==> src/sv/hps_pkg.sv <==
// ----------------------------------------------------------------------------
// hps_pkg
// Shared types and constants for the homing projectile step block.
// ----------------------------------------------------------------------------
package hps_pkg;

  localparam int unsigned POS_W  = 32;
  localparam int unsigned DIFF_W = 33;
  localparam int unsigned TIME_W = 24;
  localparam int unsigned SPD_W  = 32;
  localparam int unsigned SUMSQ_W = 64;
  localparam int unsigned ROOT_W = 32;
  localparam int unsigned UNIT_W = 31;
  localparam int unsigned TRAV_W = 40;
  localparam int unsigned MAG_W  = 35;

  localparam logic [SPD_W-1:0] SPEED_RESET = 32'd65536;

  localparam logic MODE_LAUNCH = 1'b0;
  localparam logic MODE_STEP   = 1'b1;

  typedef enum logic [3:0] {
    OP_NONE   = 4'd0,
    OP_LAUNCH = 4'd1,
    OP_DIFF   = 4'd2,
    OP_NORM   = 4'd3,
    OP_SQ     = 4'd4,
    OP_SQRT   = 4'd5,
    OP_DIV    = 4'd6,
    OP_MOVE   = 4'd7,
    OP_HIT    = 4'd8
  } hps_op_t;

  typedef struct packed {
    hps_op_t    op;
    logic [1:0] axis;
    logic       load;
  } hps_cmd_t;

  typedef struct packed {
    logic zero_dir;
    logic norm_done;
    logic iter_done;
    logic mode;
  } hps_sts_t;

endpackage

==> src/sv/hps_ctrl.sv <==
// ----------------------------------------------------------------------------
// hps_ctrl
// Sequencer for one item: launch, or diff, normalise, squares, root, three
// divides, three moves and the hit test.
// ----------------------------------------------------------------------------
module hps_ctrl import hps_pkg::*; (
  input  logic     clk,
  input  logic     rst_n,
  input  logic     in_fire,
  input  logic     out_fire,
  input  hps_sts_t sts,
  output hps_cmd_t cmd,
  output logic     busy,
  output logic     out_valid
);

  typedef enum logic [8:0] {
    S_IDLE = 9'b000000001,
    S_DIFF = 9'b000000010,
    S_NORM = 9'b000000100,
    S_SQ   = 9'b000001000,
    S_SQRT = 9'b000010000,
    S_DIV  = 9'b000100000,
    S_MOVE = 9'b001000000,
    S_HIT  = 9'b010000000,
    S_OUT  = 9'b100000000
  } state_t;

  state_t     state_r, state_nxt;
  logic [1:0] axis_r, axis_nxt;
  logic       start_r, start_nxt;

  always_comb begin
    state_nxt = state_r;
    axis_nxt  = axis_r;
    start_nxt = 1'b0;
    cmd.op    = OP_NONE;
    cmd.axis  = axis_r;
    cmd.load  = start_r;
    case (state_r)
      S_IDLE: begin
        if (in_fire) begin
          if (sts.mode == MODE_STEP) begin
            state_nxt = S_DIFF;
          end else begin
            cmd.op    = OP_LAUNCH;
            state_nxt = S_OUT;
          end
        end
      end
      S_DIFF: begin
        cmd.op    = OP_DIFF;
        state_nxt = S_NORM;
      end
      S_NORM: begin
        if (sts.zero_dir) begin
          state_nxt = S_HIT;
        end else begin
          cmd.op = OP_NORM;
          if (sts.norm_done) begin
            state_nxt = S_SQ;
            axis_nxt  = 2'd0;
          end
        end
      end
      S_SQ: begin
        cmd.op = OP_SQ;
        if (axis_r == 2'd2) begin
          state_nxt = S_SQRT;
          start_nxt = 1'b1;
          axis_nxt  = 2'd0;
        end else begin
          axis_nxt = axis_r + 2'd1;
        end
      end
      S_SQRT: begin
        cmd.op = OP_SQRT;
        if (!start_r && sts.iter_done) begin
          state_nxt = S_DIV;
          start_nxt = 1'b1;
        end
      end
      S_DIV: begin
        cmd.op = OP_DIV;
        if (!start_r && sts.iter_done) begin
          if (axis_r == 2'd2) begin
            state_nxt = S_MOVE;
            axis_nxt  = 2'd0;
          end else begin
            axis_nxt  = axis_r + 2'd1;
            start_nxt = 1'b1;
          end
        end
      end
      S_MOVE: begin
        cmd.op = OP_MOVE;
        if (axis_r == 2'd2) begin
          state_nxt = S_HIT;
        end else begin
          axis_nxt = axis_r + 2'd1;
        end
      end
      S_HIT: begin
        cmd.op    = OP_HIT;
        state_nxt = S_OUT;
      end
      S_OUT: begin
        if (out_fire) begin
          state_nxt = S_IDLE;
        end
      end
      default: state_nxt = S_IDLE;
    endcase
  end

  always_ff @(posedge clk) begin
    if (!rst_n) begin
      state_r <= S_IDLE;
      axis_r  <= 2'd0;
      start_r <= 1'b0;
    end else begin
      state_r <= state_nxt;
      axis_r  <= axis_nxt;
      start_r <= start_nxt;
    end
  end

  assign busy      = (state_r != S_IDLE);
  assign out_valid = (state_r == S_OUT);

endmodule

==> config.mk <==
export PLATFORM = sky130hd
export DESIGN_NAME = hps_ctrl
export DESIGN_NICKNAME = d
export VERILOG_FILES = /design/src/sv/hps_pkg.sv /design/src/sv/hps_ctrl.sv
export SDC_FILE = /design/constraint.sdc
export NUM_CORES = 1
export LEC_CHECK = 0
export BUFFER_PORTS_ARGS = -buffer_cell sky130_fd_sc_hd__buf_2
export CORE_MARGIN = 2
export CORE_UTILIZATION = 54
export CTS_CLUSTER_SIZE = 24
export DETAILED_ROUTE_END_ITERATION = 16
export PLACE_DENSITY = 0.82
export SLEW_MARGIN = 15
export SYNTH_ARGS = -nofsm -noshare
export SYNTH_HDL_FRONTEND = slang
export SYNTH_SLANG_ARGS = --single-unit
==> constraint.sdc <==
create_clock -name clk -period 2.84 [get_ports clk]
set_input_delay 0.142 -clock clk [delete_from_list [all_inputs] [get_ports clk]]
set_output_delay 0.142 -clock clk [all_outputs]
set_load 0.05 [all_outputs]
==> flow_summary.toml, run 1 <==
[outcome]
status = "finished clean"

[clock_network]
cts_made_buffers = 3
holdBufCountCts = 0
cts_tree = "built"
htreeDepth = 1
cts_sinks = 12
cts_buffer_depth = 2
ctsResizeCount = 0
postCtsSetupRepairBufs = 0
clock_latency_ns = 0.28
clk_pin_slew_ns = 0.07
clockRootBuffer = "clkbuf_4"

[floorplanning]
chipHeight_um = 46.4
io_pins = 17
dieWidth_um = 46.4
start_util_pct = 56.7
design.core.area_um2 = 1710
placementRows = 15
dieArea_um2 = 2150

[yosys]
synth_nets = 128
avgSynthCellArea_um2 = 8.28
synth_cells = 117
ys.flop_type = "dfxtp_1"
ys_ff_latch = 12
syn_area_um2 = 968
synth_cell_types = 44
yosys_warnings = 0
synth_seq_area_share_pct = 24.8
async_reset_ff_share_pct = 0
synth-edff-count = 0

[routing]
drtPass1Iterations = 5
drt_wl_total_um = 2470
vias = 1036
viasPerCell = 6.68
wl_per_cell_um = 15.9
ant_nets = 0
first_iter_violations = 56
drc = 0

[sta]
finalSetupViolCount = 0
max_slew.worst_pin.slew_ns = 0.645
setup_tns_ns = 0
finalClockSkew_ns = 0.00506
post-route-period-util_pct = 83.1
relSlewSlack_pct = 56.6
period_needed_ns = 2.36
slew_viol_final = 0
rsz0062_at_grt = "false"
hold_violations = 0
fmax_mhz = 424

[final_layout]
antenna_cells = 0
final_core_util_pct = 61.2
area_delta_synth_final_pct = 8.01
nNetsFinal = 143
drive_above_1_share_pct = 24.6
fillers = 165

[power]
max-vdd-ir-drop_mv = 0.506
power_switching_mw = 0.340
p_leak_nw = 0.455
total_power_mw = 0.697
swShare_pct = 48.8
sequentialPowerShare_pct = 33.2
intPower_mw = 0.357
combPwrFrac_pct = 51.5
p_per_area_nw_per_um2 = 666
power_frac_clock_pct = 15.2

[critical_path]
setup.worst_path.class = "reg2out"
startpoint_type = "flop"
cp.required_ns = 2.70
crit_path_top_delay_cell = "or4_4"
max_stage_delay_ns = 0.60
path_max_fanout = 9
cp_cell_sequence = "or4_4 -> or3_1 -> nand3_1 -> buf_2"
critical_path_arrival_ns = 2.22
cp_top_family = "simple AND/OR/NAND/NOR gates"
worst-path-buf-inv = 1
cp-end-kind = "output port"

[grt]
antenna_found_initial = 0
grt_usage_pct = 26.8
grt_pass1_vias = 925
grt_max_degree = 10
grt_first_pass_wirelength_um = 4160
grt_overflow = 0

[placement]
gp_congestion = 0.894
hpwl_um = 1850
io_buffers = 16

[worst_hold_path]
min_path_type = "in2reg"

[flow_run]
cap_violations = 0
[final cells by class]
class	instances	area [um2]	area share, %
tap	25	31.3	2.99
timing repair buffer	17	87.6	8.37
sequential	12	240	23.0
multi-input combinational	93	646	61.7
clock buffer	3	22.5	2.15
inverter	5	18.8	1.79
[registers in the layout, indices dropped and copies added, names as in the netlist]
signal,cells
state_r,9
axis_r,2
start_r,1
[logic make-up after synthesis]
logic type / share of synthesized area, %
AND/OR/NAND/NOR: 37.0
adder cells (fa/ha/maj): 3.88
buffers and inverters: 8.53
multiplexers: 2.07
AO/OA/AOI/OAI: 21.1
XOR/XNOR: 2.71
flip-flops: 24.8
[stage by stage]
stage	setup WS (ns)	instance area, um2	hold slack [ns]	instances
floorplan	0.275	968	0.343	117
global placement	0.650	1020	0.442	152
detailed placement	0.598	1020	0.442	152
CTS	0.500	1050	0.165	155
global route	0.279	1050	0.173	155
finish	0.479	1050	0.165	155
[Yosys cell counts (3+ instances only)]
master / count / share of area, %
nand2_1: 3 / 1.2
a21boi_0: 3 / 2.3
o21ai_0: 7 / 3.6
nor2_1: 9 / 3.5
ha_1: 3 / 3.9
nor3_1: 6 / 3.1
xor2_1: 3 / 2.7
dfxtp_1: 12 / 25
buf_4: 4 / 3.1
inv_1: 5 / 1.9
o211ai_1: 3 / 2.3
nand3_1: 6 / 3.1
nor4_1: 6 / 3.9
a21oi_1: 4 / 2.1
and3_1: 5 / 3.2
[path summary, 6_finish.rpt]
check	to	slack, ns	depth (start not counted)	start
setup / recovery	cmd[5]	0.48	4	state_r[1]$_SDFFE_PN0P_
hold / removal	state_r[1]$_SDFFE_PN0P_	0.16	2	sts[0]
setup reg to reg	state_r[0]$_SDFFE_PN1P_	0.54	5	state_r[1]$_SDFFE_PN0P_
hold reg to reg	axis_r[1]$_SDFFE_PN0P_	0.51	2	axis_r[1]$_SDFFE_PN0P_
[routing by layer]
metal | share of wire, % | wire length [um] | track usage, %
met3 | 8.4 | 206 | 3.53
met5 | 0 | 0 | 0
met4 | 4.3 | 105 | 12.0
met2 | 47 | 1150 | 43.9
met1 | 41 | 1000 | 34.7
[worst reg2reg max path, cell delays in order (launching register included)]
cell and delay [ns]:
dfxtp_1 0.40, or4_4 0.60, or4b_1 0.60, nand3_1 0.20, nor2_2 0.09, a211o_1 0.29
[power groups by stage]
stage | Sequential [mW] | Clock [mW] | Combinational (mW)
after floorplan | 0.201 | 0 | 0.326
after global placement | 0.230 | 0 | 0.340
after detailed placement | 0.233 | 0 | 0.347
after CTS | 0.230 | 0.105 | 0.352
after global routing | 0.236 | 0.110 | 0.391
final | 0.231 | 0.106 | 0.359
[layout by cell type (no fill, tap or decap), types with 4 or more instances in the layout]
master and n:
nand3_1 6, nor4_1 6, inv_1 5, nor2_1 9, a21oi_1 4, nor3_1 6
buf_2 16, and3_1 5, o21ai_0 7, dfxtp_1 12
(Power assumes the default switching activity.)
==> run 2: changes to the inputs <==
- ABC_AREA: not set -> 1
- CORE_UTILIZATION: 54 -> 50
- PLACE_DENSITY: 0.82 -> 0.79
- clock period: 2.84 -> 2.1 ns (I/O delays scaled with it)
==> run 2 against run 1 <==
Compared with the run above:
- via count increased by 20%
- register-to-register slack got worse by 0.16 ns
- first-iteration DRC count increased by 21%
- non-clock buffer count is 1 higher
- routed wire length grew 20%
- combinational power grew to 4.1 times the previous value
- critical endpoint is now cmd[3]
- critical path depth increased by 3
- flip-flop and latch count is the same
==> flow_summary.toml, run 2 <==
[grt]
grt_max_degree = 12
grt_usage_pct = 25.3
grt_first_pass_wirelength_um = 4950
grt_overflow = 0
antenna_found_initial = 0
grt_pass1_vias = 1178

[worst_hold_path]
min_from = "out_fire"
hold_path_depth = 4
min_path_type = "in2reg"
holdPathEnd = "state_r[8]$_SDFFE_PN0P_"

[yosys]
avgSynthCellArea_um2 = 5.91
async_reset_ff_share_pct = 0
synthTopCellsByCount = "nand2_1 (42), nor2_1 (38), inv_1 (28)"
yosys_warnings = 0
ys.flop_type = "dfxtp_1"
ys_ff_latch = 12
ys_top_cells_by_area = "dfxtp_1 (21%), nand2_1 (14%), nor2_1 (13%)"
synth_nets = 202
synth-edff-count = 0
synth_cell_types = 23
netlist.area_leader.share_pct = 21.3
synth_cells = 191
synth_seq_area_share_pct = 21.3
synth_top_cell_by_area = "dfxtp_1"
synth.most_common_cell = "nand2_1"
syn_area_um2 = 1130

[placement]
hpwl_um = 2420
gp_congestion = 0.929
io_buffers = 16

[clock_network]
ctsResizeCount = 0
htreeDepth = 1
cts_buffer_depth = 2
clk_pin_slew_ns = 0.09
cts_made_buffers = 3
clockRootBuffer = "clkbuf_4"
cts_sinks = 12
clock_latency_ns = 0.29
postCtsSetupRepairBufs = 0
cts_tree = "built"
holdBufCountCts = 0

[flow_run]
cap_violations = 0

[sta]
finalClockSkew_ns = 0.0109
post-route-period-util_pct = 93.1
relSlewSlack_pct = 76.4
period_needed_ns = 1.96
finalSetupViolCount = 0
setup_tns_ns = 0
worst_hold_slack_ns = 0.124
fmax_mhz = 511
hold_violations = 0
max_slew.worst_pin.slew_ns = 0.354
slew_viol_final = 0
rsz0062_at_grt = "false"

[critical_path]
setup.worst_path.class = "reg2out"
worst-path-buf-inv = 1
cp_top_family = "simple AND/OR/NAND/NOR gates"
startpoint_type = "flop"
ff2ff_path_depth = 10
cp.required_ns = 2.00
path_max_fanout = 6
reg2reg_slack_ns = 0.38
cp_cell_sequence = "nor2_2 -> nand2_4 -> nor2_4 -> nand2_1 -> or2_4 -> o311ai_2 -> clkbuf_4"
critical_path_arrival_ns = 1.85
max_stage_delay_ns = 0.37
crit_path_top_delay_cell = "dfxtp_1"
cp-end-kind = "output port"
timing.rr.end = "state_r[4]$_SDFFE_PN0P_"
r2r_start = "axis_r[0]$_SDFFE_PN0P_"

[final_layout]
largest_register = "state_r"
multi_input_area_um2 = 749
most-common-layout-cells = "nand2_1 (42), nor2_1 (38), inv_1 (27)"
regArea_um2 = 240
reg.largest.list = "state_r (9), axis_r (2), start_r (1)"
drive_above_1_share_pct = 21.6
final_common_cell = "nand2_1"
area_delta_synth_final_pct = 12.5
antenna_cells = 0
largest_reg_flops = 9
nNetsFinal = 220
fillers = 228

[routing]
wl_per_cell_um = 12.5
ant_nets = 0
drc = 0
first_iter_violations = 68
viasPerCell = 5.27
drt_wl_total_um = 2960
vias = 1244
drtPass1Iterations = 4

[floorplanning]
placementRows = 17
dieWidth_um = 51.5
dieArea_um2 = 2650
io_pins = 17
start_util_pct = 52.0
chipHeight_um = 51.5
design.core.area_um2 = 2170

[power]
p_leak_nw = 0.692
p_per_area_nw_per_um2 = 1630
total_power_mw = 2.07
max-vdd-ir-drop_mv = 0.952

[outcome]
status = "finished clean"
==> run 2: cell count changes after synthesis, sizes merged, moves of 5 or more <==
cell	change
inv	+24
nor4	-6
nor2	+37
nand4	+5
nand2	+43
and3	-6
nand3	+19
nor3	-6
==> run 2: worst max-delay path by stage <==
stage	from	endpoint	slack [ns]	cells after the start
floorplan	state_r[4]$_SDFFE_PN0P_	cmd[3]	0.05	5
global placement	state_r[8]$_SDFFE_PN0P_	cmd[3]	0.40	7
detailed placement	state_r[8]$_SDFFE_PN0P_	cmd[3]	0.37	7
CTS	state_r[8]$_SDFFE_PN0P_	cmd[3]	0.05	7
global route	state_r[4]$_SDFFE_PN0P_	cmd[5]	0.01	8
finish	state_r[4]$_SDFFE_PN0P_	cmd[3]	0.14	7
==> run 2: worst register-to-register path, cell delays in order (launching register included) <==
cell and delay (ns):
dfxtp_1 0.34, inv_1 0.11, ha_1 0.21, inv_1 0.11, nand4_1 0.11, nand2_1 0.07, nor2_2 0.29, buf_4 0.21
nand3_2 0.07, nand2_1 0.06, nor2_1 0.04
==> run 2: area by class of cell <==
cell class | instances | share of cell area [%]
Clock buffer | 4 | 2.86
Inverter | 29 | 8.57
Multi-Input combinational cell | 145 | 59.0
Sequential cell | 12 | 18.9
Tap cell | 28 | 2.76
Timing Repair Buffer | 18 | 7.88
==> run 2: kinds of logic after synthesis <==
family	share of synthesized area, %
compound gates	6.21
buf+inv	13.4
flops	21.3
simple gates	55.8
fa+ha+maj	3.33
==> run 2: through the flow <==
step / worst slack [ns] / utilization (%) / cell area [um2] / std cells
finish: 0.144 / 58.5 / 1270 / 236
global route: 0.0142 / 58.5 / 1270 / 236
CTS: 0.0472 / 58.3 / 1260 / 236
detailed placement: 0.369 / 56.6 / 1230 / 232
global placement: 0.398 / 56.6 / 1230 / 232
floorplan: 0.0516 / - / 1140 / 191
==> run 2: per-layer routing <==
metal	up-vias	track usage, %	routed length [um]
li1	639	-	-
met1	549	32.5	1310
met2	48	41.5	1330
met3	8	3.74	244
met4	0	11.8	71
met5	-	0	0
==> run 2: where the power goes <==
group	switching (mW)	internal [mW]
Combinational	1.02	0.451
Clock	0.0916	0.106
Sequential	0.0940	0.301
==> run 3: changes to the inputs <==
--- a/config.mk
+++ b/config.mk
@@ -10,5 +10,5 @@
 export CORE_MARGIN = 2
 export CORE_UTILIZATION = 50
-export CTS_CLUSTER_SIZE = 24
+export CTS_CLUSTER_SIZE = 25
 export DETAILED_ROUTE_END_ITERATION = 16
 export PLACE_DENSITY = 0.79
==> constraint.sdc (replaced) <==
create_clock -name clk -period 2.1 [get_ports clk]
set_input_delay 0.315 -clock clk [delete_from_list [all_inputs] [get_ports clk]]
set_output_delay 0.315 -clock clk [all_outputs]
set_load 0.05 [all_outputs]
==> run 3 against run 2 <==
Compared with the run above:
- cell count is 0.85% higher
- combinational power is 4% higher
- power is 0.37% higher
- critical path type unchanged
- critical endpoint unchanged
==> flow_summary.toml, run 3 (synthesis results as in run 2) <==
[grt]
antenna_found_initial = 0
grt_first_pass_wirelength_um = 4630
grt_max_degree = 12
grt_usage_pct = 23.8
grt_overflow = 0
grt_pass1_vias = 1091

[final_layout]
reg.largest.list = "state_r (9), axis_r (2), start_r (1)"
fillers = 209
drive_above_1_share_pct = 23.3
largest_register = "state_r"
regArea_um2 = 241
area_delta_synth_final_pct = 15.0
nNetsFinal = 223
most-common-layout-cells = "nand2_1 (41), nor2_1 (38), inv_1 (27)"
multi_input_area_um2 = 757
final_core_util_pct = 59.8
largest_reg_flops = 9
final_common_cell = "nand2_1"
antenna_cells = 0

[placement]
gp_congestion = 0.973
hpwl_um = 2370
io_buffers = 16
pre_cts_slack_ns = 0.273

[routing]
vias = 1270
drt_wl_total_um = 2900
first_iter_violations = 50
wl_per_cell_um = 12.2
viasPerCell = 5.34
drc = 0
drtPass1Iterations = 4
ant_nets = 0

[critical_path]
cp_cell_sequence = "nor2_2 -> nand2_1 -> nor2_4 -> nand2_1 -> or2_4 -> o311ai_2 -> buf_6"
cp-end-kind = "output port"
cpMostUsedCell = "nand2_1"
setup.worst_path.class = "reg2out"
startpoint_type = "flop"
max_stage_delay_ns = 0.34
ff2ff_path_depth = 10
crit_path_top_delay_cell = "dfxtp_1"
critical_path_arrival_ns = 1.70
cp.required_ns = 1.78
path_max_fanout = 6

[worst_hold_path]
min_path_type = "in2reg"
hold_path_depth = 4

[floorplanning]
chipHeight_um = 51.5
design.core.area_um2 = 2170
dieArea_um2 = 2650
placementRows = 17
start_util_pct = 52.0
io_pins = 17
dieWidth_um = 51.5

[clock_network]
htreeDepth = 1
cts_tree = "built"
cts_made_buffers = 3
cts_buffer_depth = 2
clk_pin_slew_ns = 0.07
clock_latency_ns = 0.27
clockRootBuffer = "clkbuf_4"
cts_sinks = 12

[sta]
fmax_mhz = 495
post-route-period-util_pct = 96.2
hold_violations = 0
period_needed_ns = 2.02
max_slew.worst_pin.slew_ns = 0.351
finalSetupViolCount = 0
setup_tns_ns = 0
finalClockSkew_ns = 0.00179
fin_ws_ns = 0.0804
rsz0062_at_grt = "false"
relSlewSlack_pct = 76.6
slew_viol_final = 0

[flow_run]
cap_violations = 0

[power]
total_power_mw = 2.08
max-vdd-ir-drop_mv = 0.956
p_per_area_nw_per_um2 = 1600
p_leak_nw = 0.702

[outcome]
status = "finished clean"
run 3: cell count changes in the layout (fill, tap and decap cells not counted), sizes merged:
cell / change
clkbuf: -3
buf: +5
run 3: power by group:
part / internal, mW / total (mW) / switching [mW]
Combinational: 0.498 / 1.54 / 1.04
Sequential: 0.303 / 0.390 / 0.0870
Clock: 0.0665 / 0.145 / 0.0787
Total: 0.867 / 2.08 / 1.21
run 3: final cells by class:
type | instances | share of cell area (%)
flip-flops and latches | 12 | 18.6
repair buffers | 21 | 10.2
inverters | 29 | 8.39
clock buffers | 3 | 1.74
multi-input cells | 145 | 58.3
well taps | 28 | 2.70
run 3: routing by layer:
layer | global-route usage (%) | up-vias | wire, um
met3 | 6.61 | 11 | 241
met2 | 36.5 | 60 | 1310
met4 | 10.5 | 0 | 96
li1 | - | 642 | -
met1 | 31.1 | 557 | 1250
met5 | 0 | - | 0
run 3: critical path, delay by kind of cell (launching register included):
kind,cells,cell delay (ns)
simple gates,5,0.79
buf+inv,1,0.20
compound gates,1,0.09
flops,1,0.34
run 3: worst paths after layout:
path                                               from  slack, ns                 endpoint
worst max-delay path            state_r[1]$_SDFFE_PN0P_       0.08                   cmd[3]
worst min-delay path                           out_fire       0.35  state_r[8]$_SDFFE_PN0P_
worst max register to register   axis_r[0]$_SDFFE_PN0P_       0.38  state_r[7]$_SDFFE_PN0P_
worst min register to register  state_r[3]$_SDFFE_PN0P_       0.55  state_r[3]$_SDFFE_PN0P_
run 3: stage by stage:
stage	cell area [um2]	instances	hold WS [ns]
floorplan	1140	191	0.459
global placement	1250	235	0.527
detailed placement	1250	235	0.540
CTS	1280	238	0.341
global route	1300	238	0.371
finish	1300	238	0.345
run 3: repair_timing:
item                       4_1_cts  5_1_grt
pin swaps                        0        1
setup buffers                    0        0
gates resized for setup          2        8
hold buffers                     0        0
setup endpoints to repair        2        3
